==> config.mk <==
export PLATFORM = sky130hd
export DESIGN_NAME = tick_task_timer_table_flat
export DESIGN_NICKNAME = d
export VERILOG_FILES = /design/src/hdl/tttt_pkg.sv /design/src/hdl/tttt_req_if.sv /design/src/hdl/tttt_res_if.sv /design/src/hdl/tttt_front.sv /design/src/hdl/tttt_queue.sv /design/src/hdl/tttt_back.sv /design/src/hdl/tick_task_timer_table.sv /design/src/flat_wrapper.sv
export SDC_FILE = /design/constraint.sdc
export NUM_CORES = 1
export LEC_CHECK = 0
export CORE_MARGIN = 2
export CORE_UTILIZATION = 60
export DETAILED_ROUTE_END_ITERATION = 10
export DONT_BUFFER_PORTS = 1
export MAX_ROUTING_LAYER = met4
export PLACE_DENSITY = 0.79
export SYNTH_ARGS = -nofsm -noshare
export SYNTH_HDL_FRONTEND = slang
export SYNTH_HIERARCHICAL = 1
export SYNTH_SLANG_ARGS = --single-unit
export TNS_END_PERCENT = 50
==> constraint.sdc <==
create_clock -name clk -period 12.45 [get_ports clk]
set_input_delay 2.49 -clock clk [delete_from_list [all_inputs] [get_ports clk]]
set_output_delay 2.49 -clock clk [all_outputs]
set_load 0.05 [all_outputs]
==> src/hdl/tttt_pkg.sv <==
package tttt_pkg;

    localparam int TASK_SLOTS_DEFAULT = 16;
    localparam int QUEUE_DEPTH        = 2;

    localparam int REQ_W    = 2;
    localparam int TASK_W   = 8;
    localparam int PERIOD_W = 16;
    localparam int STATE_W  = 8;
    localparam int STATUS_W = 2;

    localparam logic [REQ_W-1:0] REQ_TICK   = 2'd0;
    localparam logic [REQ_W-1:0] REQ_ADD    = 2'd1;
    localparam logic [REQ_W-1:0] REQ_REMOVE = 2'd2;
    localparam logic [REQ_W-1:0] REQ_SET    = 2'd3;

    localparam logic [STATUS_W-1:0] STATUS_OK    = 2'd0;
    localparam logic [STATUS_W-1:0] STATUS_EMPTY = 2'd1;
    localparam logic [STATUS_W-1:0] STATUS_FULL  = 2'd2;

    localparam logic ONESHOOT = 1'b1;

    typedef struct packed {
        logic [REQ_W-1:0]    op;
        logic [TASK_W-1:0]   task_id;
        logic [PERIOD_W-1:0] period_ticks;
        logic                one_shot;
        logic [STATE_W-1:0]  run_state;
        logic [STATE_W-1:0]  new_system_state;
    } cmd_t;

    typedef struct packed {
        logic [TASK_W-1:0]   task_id;
        logic [PERIOD_W-1:0] period;
        logic                one_shot;
        logic [STATE_W-1:0]  run_state;
        logic [PERIOD_W-1:0] elapsed;
    } entry_t;

endpackage

==> src/hdl/tttt_req_if.sv <==
interface tttt_req_if
    import tttt_pkg::*;
();
    logic                valid;
    logic                ready;
    logic [REQ_W-1:0]    req_type;
    logic [TASK_W-1:0]   task_id;
    logic [PERIOD_W-1:0] period_ticks;
    logic                one_shot;
    logic [STATE_W-1:0]  run_state;
    logic [STATE_W-1:0]  new_system_state;

    modport source (
        output valid, req_type, task_id, period_ticks, one_shot, run_state,
               new_system_state,
        input  ready
    );

    modport sink (
        input  valid, req_type, task_id, period_ticks, one_shot, run_state,
               new_system_state,
        output ready
    );
endinterface

==> src/hdl/tttt_res_if.sv <==
interface tttt_res_if
    import tttt_pkg::*;
();
    logic                valid;
    logic                ready;
    logic                fired;
    logic [TASK_W-1:0]   fired_task;
    logic [STATUS_W-1:0] status;
    logic                last;

    modport source (
        output valid, fired, fired_task, status, last,
        input  ready
    );

    modport sink (
        input  valid, fired, fired_task, status, last,
        output ready
    );
endinterface

==> src/hdl/tttt_front.sv <==
module tttt_front
    import tttt_pkg::*;
(
    input  logic       clk,
    input  logic       rst_n,
    tttt_req_if.sink   req,
    output logic       cmd_valid,
    input  logic       cmd_ready,
    output cmd_t       cmd
);

    logic valid_reg;
    logic valid_next;
    cmd_t cmd_reg;
    cmd_t cmd_next;
    logic take;

    assign req.ready = !valid_reg || cmd_ready;
    assign take      = req.valid && req.ready;

    // Keep only the fields the request type uses; clear the rest.
    always_comb
    begin
        cmd_next    = '0;
        cmd_next.op = req.req_type;
        case (req.req_type)
            REQ_ADD:
            begin
                cmd_next.task_id      = req.task_id;
                cmd_next.period_ticks = req.period_ticks;
                cmd_next.one_shot     = req.one_shot;
                cmd_next.run_state    = req.run_state;
            end
            REQ_REMOVE:
            begin
                cmd_next.task_id = req.task_id;
            end
            REQ_SET:
            begin
                cmd_next.new_system_state = req.new_system_state;
            end
            default:
            begin
                cmd_next.op = REQ_TICK;
            end
        endcase
    end

    always_comb
    begin
        valid_next = valid_reg;
        if (take)
        begin
            valid_next = 1'b1;
        end
        else if (cmd_ready)
        begin
            valid_next = 1'b0;
        end
    end

    always_ff @(posedge clk or negedge rst_n)
    begin
        if (!rst_n)
        begin
            valid_reg <= 1'b0;
        end
        else
        begin
            valid_reg <= valid_next;
        end
    end

    always_ff @(posedge clk)
    begin
        if (take)
        begin
            cmd_reg <= cmd_next;
        end
    end

    assign cmd_valid = valid_reg;
    assign cmd       = cmd_reg;

endmodule

==> src/hdl/tttt_queue.sv <==
module tttt_queue
    import tttt_pkg::*;
(
    input  logic clk,
    input  logic rst_n,
    input  logic push_valid,
    output logic push_ready,
    input  cmd_t push_data,
    output logic pop_valid,
    input  logic pop_ready,
    output cmd_t pop_data
);

    localparam int PTR_W = (QUEUE_DEPTH > 1) ? $clog2(QUEUE_DEPTH) : 1;
    localparam int FILL_W = $clog2(QUEUE_DEPTH + 1);

    cmd_t              slot_reg [QUEUE_DEPTH];
    logic [PTR_W-1:0]  wr_ptr_reg;
    logic [PTR_W-1:0]  wr_ptr_next;
    logic [PTR_W-1:0]  rd_ptr_reg;
    logic [PTR_W-1:0]  rd_ptr_next;
    logic [FILL_W-1:0] fill_reg;
    logic [FILL_W-1:0] fill_next;
    logic              push;
    logic              pop;

    assign push_ready = (fill_reg != FILL_W'(QUEUE_DEPTH));
    assign pop_valid  = (fill_reg != '0);
    assign push       = push_valid && push_ready;
    assign pop        = pop_valid && pop_ready;
    assign pop_data   = slot_reg[rd_ptr_reg];

    always_comb
    begin
        wr_ptr_next = wr_ptr_reg;
        rd_ptr_next = rd_ptr_reg;
        fill_next   = fill_reg;
        if (push)
        begin
            wr_ptr_next = (wr_ptr_reg == PTR_W'(QUEUE_DEPTH - 1)) ? '0
                                                                  : wr_ptr_reg + 1'b1;
        end
        if (pop)
        begin
            rd_ptr_next = (rd_ptr_reg == PTR_W'(QUEUE_DEPTH - 1)) ? '0
                                                                  : rd_ptr_reg + 1'b1;
        end
        if (push && !pop)
        begin
            fill_next = fill_reg + 1'b1;
        end
        else if (pop && !push)
        begin
            fill_next = fill_reg - 1'b1;
        end
    end

    always_ff @(posedge clk or negedge rst_n)
    begin
        if (!rst_n)
        begin
            wr_ptr_reg <= '0;
            rd_ptr_reg <= '0;
            fill_reg   <= '0;
        end
        else
        begin
            wr_ptr_reg <= wr_ptr_next;
            rd_ptr_reg <= rd_ptr_next;
            fill_reg   <= fill_next;
        end
    end

    always_ff @(posedge clk)
    begin
        if (push)
        begin
            slot_reg[wr_ptr_reg] <= push_data;
        end
    end

endmodule

==> src/hdl/tttt_back.sv <==
module tttt_back
    import tttt_pkg::*;
#(
    parameter int TASK_SLOTS = TASK_SLOTS_DEFAULT
)
(
    input  logic       clk,
    input  logic       rst_n,
    input  logic       cmd_valid,
    output logic       cmd_ready,
    input  cmd_t       cmd,
    tttt_res_if.source res
);

    localparam int CNT_W = $clog2(TASK_SLOTS + 1);
    localparam int IDX_W = (TASK_SLOTS > 1) ? $clog2(TASK_SLOTS) : 1;

    localparam logic [1:0] S_IDLE  = 2'd0;
    localparam logic [1:0] S_READ  = 2'd1;
    localparam logic [1:0] S_EXEC  = 2'd2;
    localparam logic [1:0] S_FINAL = 2'd3;

    entry_t mem [TASK_SLOTS];
    entry_t rd_a_reg;
    entry_t rd_b_reg;

    logic [1:0]          state_reg;
    logic [1:0]          state_next;
    logic [CNT_W-1:0]    entry_count_reg;
    logic [CNT_W-1:0]    entry_count_next;
    logic [IDX_W-1:0]    idx_reg;
    logic [IDX_W-1:0]    idx_next;
    logic [STATE_W-1:0]  cur_state_reg;
    logic [STATE_W-1:0]  cur_state_next;
    logic [REQ_W-1:0]    op_reg;
    logic [REQ_W-1:0]    op_next;
    logic [TASK_W-1:0]   id_reg;
    logic [TASK_W-1:0]   id_next;
    logic [STATUS_W-1:0] fin_status_reg;
    logic [STATUS_W-1:0] fin_status_next;

    logic                out_valid_reg;
    logic                out_valid_next;
    logic                out_fired_reg;
    logic [TASK_W-1:0]   out_task_reg;
    logic [STATUS_W-1:0] out_status_reg;
    logic                out_last_reg;
    logic                out_load;
    logic                load_fired;
    logic [TASK_W-1:0]   load_task;
    logic [STATUS_W-1:0] load_status;
    logic                load_last;

    logic                mem_we;
    logic [IDX_W-1:0]    mem_waddr;
    entry_t              mem_wdata;
    logic                rd_en;
    logic [CNT_W-1:0]    cnt_m1;
    logic [IDX_W-1:0]    last_idx;
    logic [PERIOD_W-1:0] elapsed_inc;
    logic                hit;
    logic                fire;
    logic                can_emit;
    entry_t              new_entry;

    assign cnt_m1      = entry_count_reg - CNT_W'(1);
    assign last_idx    = cnt_m1[IDX_W-1:0];
    assign elapsed_inc = rd_a_reg.elapsed + PERIOD_W'(1);
    assign hit         = (elapsed_inc == rd_a_reg.period);
    assign fire        = hit && (rd_a_reg.run_state == cur_state_reg);
    assign can_emit    = !out_valid_reg || res.ready;
    assign cmd_ready   = (state_reg == S_IDLE);

    always_comb
    begin
        new_entry.task_id   = cmd.task_id;
        new_entry.period    = cmd.period_ticks;
        new_entry.one_shot  = cmd.one_shot;
        new_entry.run_state = cmd.run_state;
        new_entry.elapsed   = '0;
    end

    always_comb
    begin
        state_next       = state_reg;
        entry_count_next = entry_count_reg;
        idx_next         = idx_reg;
        cur_state_next   = cur_state_reg;
        op_next          = op_reg;
        id_next          = id_reg;
        fin_status_next  = fin_status_reg;
        mem_we           = 1'b0;
        mem_waddr        = idx_reg;
        mem_wdata        = rd_a_reg;
        rd_en            = 1'b0;
        out_load         = 1'b0;
        load_fired       = 1'b0;
        load_task        = '0;
        load_status      = STATUS_OK;
        load_last        = 1'b0;

        unique case (state_reg)
            S_IDLE:
            begin
                if (cmd_valid)
                begin
                    op_next         = cmd.op;
                    id_next         = cmd.task_id;
                    fin_status_next = STATUS_OK;
                    state_next      = S_FINAL;
                    unique case (cmd.op)
                        REQ_TICK,
                        REQ_REMOVE:
                        begin
                            if (entry_count_reg == '0)
                            begin
                                fin_status_next = STATUS_EMPTY;
                            end
                            else
                            begin
                                idx_next   = (cmd.op == REQ_TICK) ? '0 : last_idx;
                                state_next = S_READ;
                            end
                        end
                        REQ_ADD:
                        begin
                            if (entry_count_reg == CNT_W'(TASK_SLOTS))
                            begin
                                fin_status_next = STATUS_FULL;
                            end
                            else
                            begin
                                mem_we           = 1'b1;
                                mem_waddr        = entry_count_reg[IDX_W-1:0];
                                mem_wdata        = new_entry;
                                entry_count_next = entry_count_reg + CNT_W'(1);
                            end
                        end
                        REQ_SET:
                        begin
                            cur_state_next = cmd.new_system_state;
                        end
                        default:
                        begin
                            fin_status_next = STATUS_OK;
                        end
                    endcase
                end
            end
            S_READ:
            begin
                rd_en      = 1'b1;
                state_next = S_EXEC;
            end
            S_EXEC:
            begin
                if (op_reg == REQ_TICK)
                begin
                    // Hold the entry until the result register frees up.
                    if (!fire || can_emit)
                    begin
                        mem_we = 1'b1;
                        if (fire)
                        begin
                            out_load   = 1'b1;
                            load_fired = 1'b1;
                            load_task  = rd_a_reg.task_id;
                        end
                        if (fire && (rd_a_reg.one_shot == ONESHOOT))
                        begin
                            mem_wdata        = rd_b_reg;
                            entry_count_next = cnt_m1;
                        end
                        else
                        begin
                            mem_wdata.elapsed = hit ? '0 : elapsed_inc;
                        end
                        idx_next = idx_reg + 1'b1;
                        if ((CNT_W'(idx_reg) + CNT_W'(1)) < entry_count_next)
                        begin
                            state_next = S_READ;
                        end
                        else
                        begin
                            state_next = S_FINAL;
                        end
                    end
                end
                else
                begin
                    // Swap the then-last entry over every match, walking down.
                    if (rd_a_reg.task_id == id_reg)
                    begin
                        mem_we           = 1'b1;
                        mem_wdata        = rd_b_reg;
                        entry_count_next = cnt_m1;
                    end
                    if (idx_reg == '0)
                    begin
                        state_next = S_FINAL;
                    end
                    else
                    begin
                        idx_next   = idx_reg - 1'b1;
                        state_next = S_READ;
                    end
                end
            end
            S_FINAL:
            begin
                if (can_emit)
                begin
                    out_load    = 1'b1;
                    load_status = fin_status_reg;
                    load_last   = 1'b1;
                    state_next  = S_IDLE;
                end
            end
            default:
            begin
                state_next = S_IDLE;
            end
        endcase
    end

    always_comb
    begin
        out_valid_next = out_valid_reg && !res.ready;
        if (out_load)
        begin
            out_valid_next = 1'b1;
        end
    end

    always_ff @(posedge clk or negedge rst_n)
    begin
        if (!rst_n)
        begin
            state_reg       <= S_IDLE;
            entry_count_reg <= '0;
            cur_state_reg   <= '0;
            out_valid_reg   <= 1'b0;
        end
        else
        begin
            state_reg       <= state_next;
            entry_count_reg <= entry_count_next;
            cur_state_reg   <= cur_state_next;
            out_valid_reg   <= out_valid_next;
        end
    end

    always_ff @(posedge clk)
    begin
        idx_reg        <= idx_next;
        op_reg         <= op_next;
        id_reg         <= id_next;
        fin_status_reg <= fin_status_next;
        if (out_load)
        begin
            out_fired_reg  <= load_fired;
            out_task_reg   <= load_task;
            out_status_reg <= load_status;
            out_last_reg   <= load_last;
        end
    end

    always_ff @(posedge clk)
    begin
        if (mem_we)
        begin
            mem[mem_waddr] <= mem_wdata;
        end
        if (rd_en)
        begin
            rd_a_reg <= mem[idx_reg];
            rd_b_reg <= mem[last_idx];
        end
    end

    assign res.valid      = out_valid_reg;
    assign res.fired      = out_fired_reg;
    assign res.fired_task = out_task_reg;
    assign res.status     = out_status_reg;
    assign res.last       = out_last_reg;

`ifndef SYNTHESIS
    a_count_bound: assert property (@(posedge clk) disable iff (!rst_n)
        int'(entry_count_reg) <= TASK_SLOTS)
        else $error("entry count above table size");

    a_count_step: assert property (@(posedge clk) disable iff (!rst_n)
        (int'(entry_count_reg) <= int'($past(entry_count_reg)) + 1) &&
        (int'(entry_count_reg) >= int'($past(entry_count_reg)) - 1))
        else $error("entry count moved by more than one");

    a_exec_in_table: assert property (@(posedge clk) disable iff (!rst_n)
        (state_reg == S_EXEC) |-> (CNT_W'(idx_reg) < entry_count_reg))
        else $error("walk index outside live entries");

    a_fired_not_last: assert property (@(posedge clk) disable iff (!rst_n)
        (out_valid_reg && out_fired_reg) |-> (!out_last_reg && out_status_reg == STATUS_OK))
        else $error("fired result marked as closing");

    a_pop_while_busy: assert property (@(posedge clk) disable iff (!rst_n)
        (cmd_valid && cmd_ready) |=> (state_reg != S_IDLE))
        else $error("request taken without leaving idle");
`endif

endmodule

==> src/hdl/tick_task_timer_table.sv <==
// Set, add and empty-table requests pass the input stage and queue; the sequencer's final state
// then loads the result. Tick: each live entry is read, then updated; fired results leave in
// table order as the walk reaches them. Remove: each entry read, then updated, last first.
// Throughput: one request in flight in the sequencer; a 2-entry queue and an input stage
// keep accepting while it works, and the result register stalls the walk only on backpressure.
// Reset: asynchronous, active low; clears entry count, current state and all handshake state.
module tick_task_timer_table
    import tttt_pkg::*;
#(
    parameter int TASK_SLOTS = TASK_SLOTS_DEFAULT
)
(
    input  logic       clk,
    input  logic       rst_n,
    tttt_req_if.sink   req,
    tttt_res_if.source res
);

    logic front_valid;
    logic front_ready;
    cmd_t front_cmd;
    logic back_valid;
    logic back_ready;
    cmd_t back_cmd;

    tttt_front u_front (
        .clk       (clk),
        .rst_n     (rst_n),
        .req       (req),
        .cmd_valid (front_valid),
        .cmd_ready (front_ready),
        .cmd       (front_cmd)
    );

    tttt_queue u_queue (
        .clk        (clk),
        .rst_n      (rst_n),
        .push_valid (front_valid),
        .push_ready (front_ready),
        .push_data  (front_cmd),
        .pop_valid  (back_valid),
        .pop_ready  (back_ready),
        .pop_data   (back_cmd)
    );

    tttt_back #(
        .TASK_SLOTS (TASK_SLOTS)
    ) u_back (
        .clk       (clk),
        .rst_n     (rst_n),
        .cmd_valid (back_valid),
        .cmd_ready (back_ready),
        .cmd       (back_cmd),
        .res       (res)
    );

endmodule

==> src/flat_wrapper.sv <==
// flat-port wrapper written by rule: the top's interface ports become plain ports
module tick_task_timer_table_flat import tttt_pkg::*;
#(
    parameter int TASK_SLOTS = TASK_SLOTS_DEFAULT
)
  (clk, rst_n, req_valid, req_req_type, req_task_id, req_period_ticks, req_one_shot, req_run_state, req_new_system_state, req_ready, res_valid, res_fired, res_fired_task, res_status, res_last, res_ready);
  tttt_req_if req_i ();
  tttt_res_if res_i ();
  input  logic clk;
  input  logic rst_n;
  input wire logic [$bits(req_i.valid)-1:0] req_valid;
  input wire logic [$bits(req_i.req_type)-1:0] req_req_type;
  input wire logic [$bits(req_i.task_id)-1:0] req_task_id;
  input wire logic [$bits(req_i.period_ticks)-1:0] req_period_ticks;
  input wire logic [$bits(req_i.one_shot)-1:0] req_one_shot;
  input wire logic [$bits(req_i.run_state)-1:0] req_run_state;
  input wire logic [$bits(req_i.new_system_state)-1:0] req_new_system_state;
  output wire logic [$bits(req_i.ready)-1:0] req_ready;
  output wire logic [$bits(res_i.valid)-1:0] res_valid;
  output wire logic [$bits(res_i.fired)-1:0] res_fired;
  output wire logic [$bits(res_i.fired_task)-1:0] res_fired_task;
  output wire logic [$bits(res_i.status)-1:0] res_status;
  output wire logic [$bits(res_i.last)-1:0] res_last;
  input wire logic [$bits(res_i.ready)-1:0] res_ready;
  assign req_i.valid = req_valid;
  assign req_i.req_type = req_req_type;
  assign req_i.task_id = req_task_id;
  assign req_i.period_ticks = req_period_ticks;
  assign req_i.one_shot = req_one_shot;
  assign req_i.run_state = req_run_state;
  assign req_i.new_system_state = req_new_system_state;
  assign req_ready = req_i.ready;
  assign res_valid = res_i.valid;
  assign res_fired = res_i.fired;
  assign res_fired_task = res_i.fired_task;
  assign res_status = res_i.status;
  assign res_last = res_i.last;
  assign res_i.ready = res_ready;
  tick_task_timer_table #(.TASK_SLOTS(TASK_SLOTS)) u_core (.clk(clk), .rst_n(rst_n), .req(req_i), .res(res_i));
endmodule
==> metrics.md <==
| Metric | Value |
|---|---|
| Status | `complete, no violations` |
| RSZ-0062 raised after global routing | `no` |
| Post-Syn Area | `48200 µm²` |
| Post-synth EDFFs | `roughly 1000` |
| Top-count cell post-synth | `edfxtp_1` |
| Routed WL per cell | `34.9 µm` |
| First-pass GRT wire length | `180 mm` |
| GRT Total Usage | `0.312` |
| Post-Syn Area per Cell | `20.3 µm²` |
| Tmin final | `5.78 ns` |
| Leak Pwr | `16.7 nW` |
| CP Launch Type | `flop` |
| #FFs+latches synth | `1060` |
| Top FF cell, synth | `edfxtp_1` |
| Post-synth ARST share | `0.0198` |
| Post-Synthesis Cells | `2375` |
| WHS | `0.441 ns` |
| Vias | `between 20000 and 30000` |
| Floorplan row count | `103` |
| Ys Warns | `6` |
| Clock Skews | `0.0302 ns` |
| Global-route track usage on met3 | `0.0674` |
| Area share of the largest cell type after synthesis | `0.647` |
| Mux cell area share after synthesis | `0.246` |
| P per Cell Area | `256 nW/µm²` |
| Max_cap viols | `0` |
| Hold-fix buffers at CTS | `0` |
| Relative slew slack | `0.108` |
| Seq/Total Area, Yosys | `0.658` |
| Crit path max fanout | `28` |
| Crit. End Element | `flop` |
| Post-detailed-placement half-perimeter wirelength | `between 60 and 70 mm` |
| Initial core utilization | `0.609` |
| Tcrit/Tclk final | `0.465` |
| Area share of fa/ha/maj cells after synthesis | `0.00431` |
| IO Count | `61` |
| Crit path cell chain | `ha_1 > nand3_2 > a2111oi_0 > or3_1 > o211a_1 > nor4_4 > buf_4 > a41oi_1 > nand4_1 > a21oi_4 > buf_4` |
| Share of layout cells above drive strength 1 | `0.330` |
| Die W | `288 µm` |
| CTS Buf Count | `104` |
| Initial antenna violation count | `3` |
| CTS root buffer | `clkbuf_16` |
| DRC errors left | `0` |
| Post-route setup TNS | `0 ns` |
| Main combinational cell family by area after synthesis | `multiplexers` |
| Busiest metal layer after global routing | `met2` |
| Actual slew at the worst max-slew pin | `1.34 ns` |
| Largest net degree at the start of global routing | `approximately 160` |
| Met2 Track Usage GR | `0.476` |
| Worst Path Required | `12.75 ns` |
| CTS HTree Levels | `3` |
| Die height | `288 µm` |
| Antenna Nets Post-Route | `0` |
| CTS tree | `built` |
| Setup Viol. Count Final | `0` |
| Clock buffer depth | `3` |
| TritonCTS Sinks | `between 1000 and 1500` |
| Starting DRC count in detailed routing | `about 3900` |
| CP bufs+invs | `2` |
| Fmax | `0.173 GHz` |
| Yosys top cell by area | `edfxtp_1` |
| Crit Path Category | `flop to flop` |
| Max FFs per register | `784` |
| Setup Fix Bufs, Post-CTS | `0` |
| Final Hold Vio Count | `0` |
| Core area | `between 70000 and 80000 µm²` |
| Layout net count | `2431` |
| Synth Area in Compound Gates | `0.0321` |
| 1st-pass router iterations | `6` |
| Vias in the first global route | `26525` |
| Area growth syn-to-layout | `9.45%` |
| Hold crit path type | `flop to flop` |
| Met1 Use GR | `0.425` |
| Port bufs | `0` |
| Crit-path most repeated cell | `buf_4` |
| Peak VDD IR | `0.340 mV` |
| XOR/XNOR Fraction of Synth Area | `0.0105` |
| Wirelength, routed | `122 mm` |
| GP Congestion | `a little under 0.9` |
| Post-synth cell types | `72` |
| Mapped Nets | `2438` |
| Final Max Tran Viols | `0` |
| Clk slew on worst S/H paths | `0.06 ns` |
| List of most frequent post-synthesis cells | `edfxtp_1, mux4_2, clkbuf_1` |
| Die ar. | `82700 µm²` |
| Top cells by area, synth | `edfxtp_1, mux4_2, mux2_4, dfrtp_1, clkbuf_1` |
| Worst EP arrival | `6.09 ns` |
| Max incr delay on CP | `1.17 ns` |
| Critical path's slowest cell | `a21oi_4` |
| Simple-gate portion of the synthesized area | `0.0306` |
| Clk_lat worst skew | `roughly 0.7 ns` |
| Reg-to-reg slack, setup | `6.67 ns` |
| Global route overflow | `0` |
| Resized Gates After CTS | `0` |
| CP top delay family | `compound AO/OA/AOI/OAI gates` |
| DR vias/cell | `between 7 and 8` |
[metrics by stage]
step | total power, mW | area (µm²) | worst slack (ns) | util | std cells
floorplan | 8.92 | 48200 | 6.19 | - | 2375
finish | 13.5 | 52800 | 6.67 | 0.666 | 3510
detailed placement | 10.4 | 49500 | 6.45 | 0.624 | 3312
global placement | 10.2 | 49500 | 6.57 | 0.624 | 3312
global route | 14.0 | 52800 | 6.41 | 0.666 | 3510
CTS | 13.5 | 52800 | 6.87 | 0.666 | 3508
[per-layer routing]
layer  vias to the layer above  wire length [µm]
li1                      10176                 -
met1                     13727             44200
met2                      1957             59300
met3                       300             14300
met4                         0              4690
met5                         -                 0
[worst reg2reg max path, stage by stage (launching register included)]
cell and delay, ns:
edfxtp_1 0.58, ha_1 0.33, nand3_2 0.31, a2111oi_0 0.61, or3_1 0.19, o211a_1 0.20
nor4_4 0.08, buf_4 0.22, a41oi_1 0.51, nand4_1 0.51, a21oi_4 1.17, buf_4 0.65
[path summary, 6_finish.rpt]
kind	from	end	cells after the start
worst max-delay path	u_core/u_back/rd_a_reg[0]	u_core/u_back/mem[13][35]	11
worst min-delay path	u_core/u_front/cmd[11]	u_core/u_queue/slot_reg[0][11]	0
worst max register to register	u_core/u_back/rd_a_reg[0]	u_core/u_back/mem[13][35]	11
worst min register to register	u_core/u_front/cmd[11]	u_core/u_queue/slot_reg[0][11]	0
max in group asynchronous	rst_n	u_core/u_queue/rd_ptr_reg	0
min in group asynchronous	rst_n	u_core/u_back/state_reg[1]	0
[where the power goes]
group | internal (mW) | switching, mW | total, mW
clock | 1.76 | 1.35 | 3.11
combinational | 2.09 | 2.77 | 4.86
sequential | 5.16 | 0.371 | 5.53
[kinds of logic after synthesis]
kind of cell	after synthesis
flops	1060
mux	554
simple gates	266
compound gates	225
buf+inv	197
xor+xnor	57
fa+ha+maj	16
[cell type report]
cell class	instances	area (µm²)
antenna	2	5.00
clock buffer	131	2710
inverter	22	82.6
multi-input combinational	1118	15800
tap	1050	1310
sequential	1060	31700
clock inverter	65	616
timing repair buffer	62	503
fill	4871	26500
[placed cells by master (no fill, tap or decap), types with 7 or more instances in the layout]
master,synthesis,layout
ha_1,15,14
mux2_4,39,39
nand3_1,16,16
edfxtp_1,1039,1039
mux2i_1,13,13
nand2b_1,9,9
nand2_1,62,62
mux2_2,12,12
clkinv_2,0,19
a22o_1,8,8
dfrtp_1,21,19
xor2_1,13,13
buf_4,7,59
inv_1,21,21
and2_1,36,34
nor2_1,44,28
and2_2,20,22
bufinv_16,0,10
clkbuf_1,112,26
a21oi_1,78,74
nor2_4,0,14
nor3_1,18,18
o21ai_0,20,20
clkinv_1,0,25
xnor2_1,43,41
a21o_1,7,7
clkbuf_16,0,104
mux4_2,490,490
a221o_1,32,32
nand4_1,14,14
and3_1,9,8
a31oi_1,24,24
(Power assumes the default switching activity.)
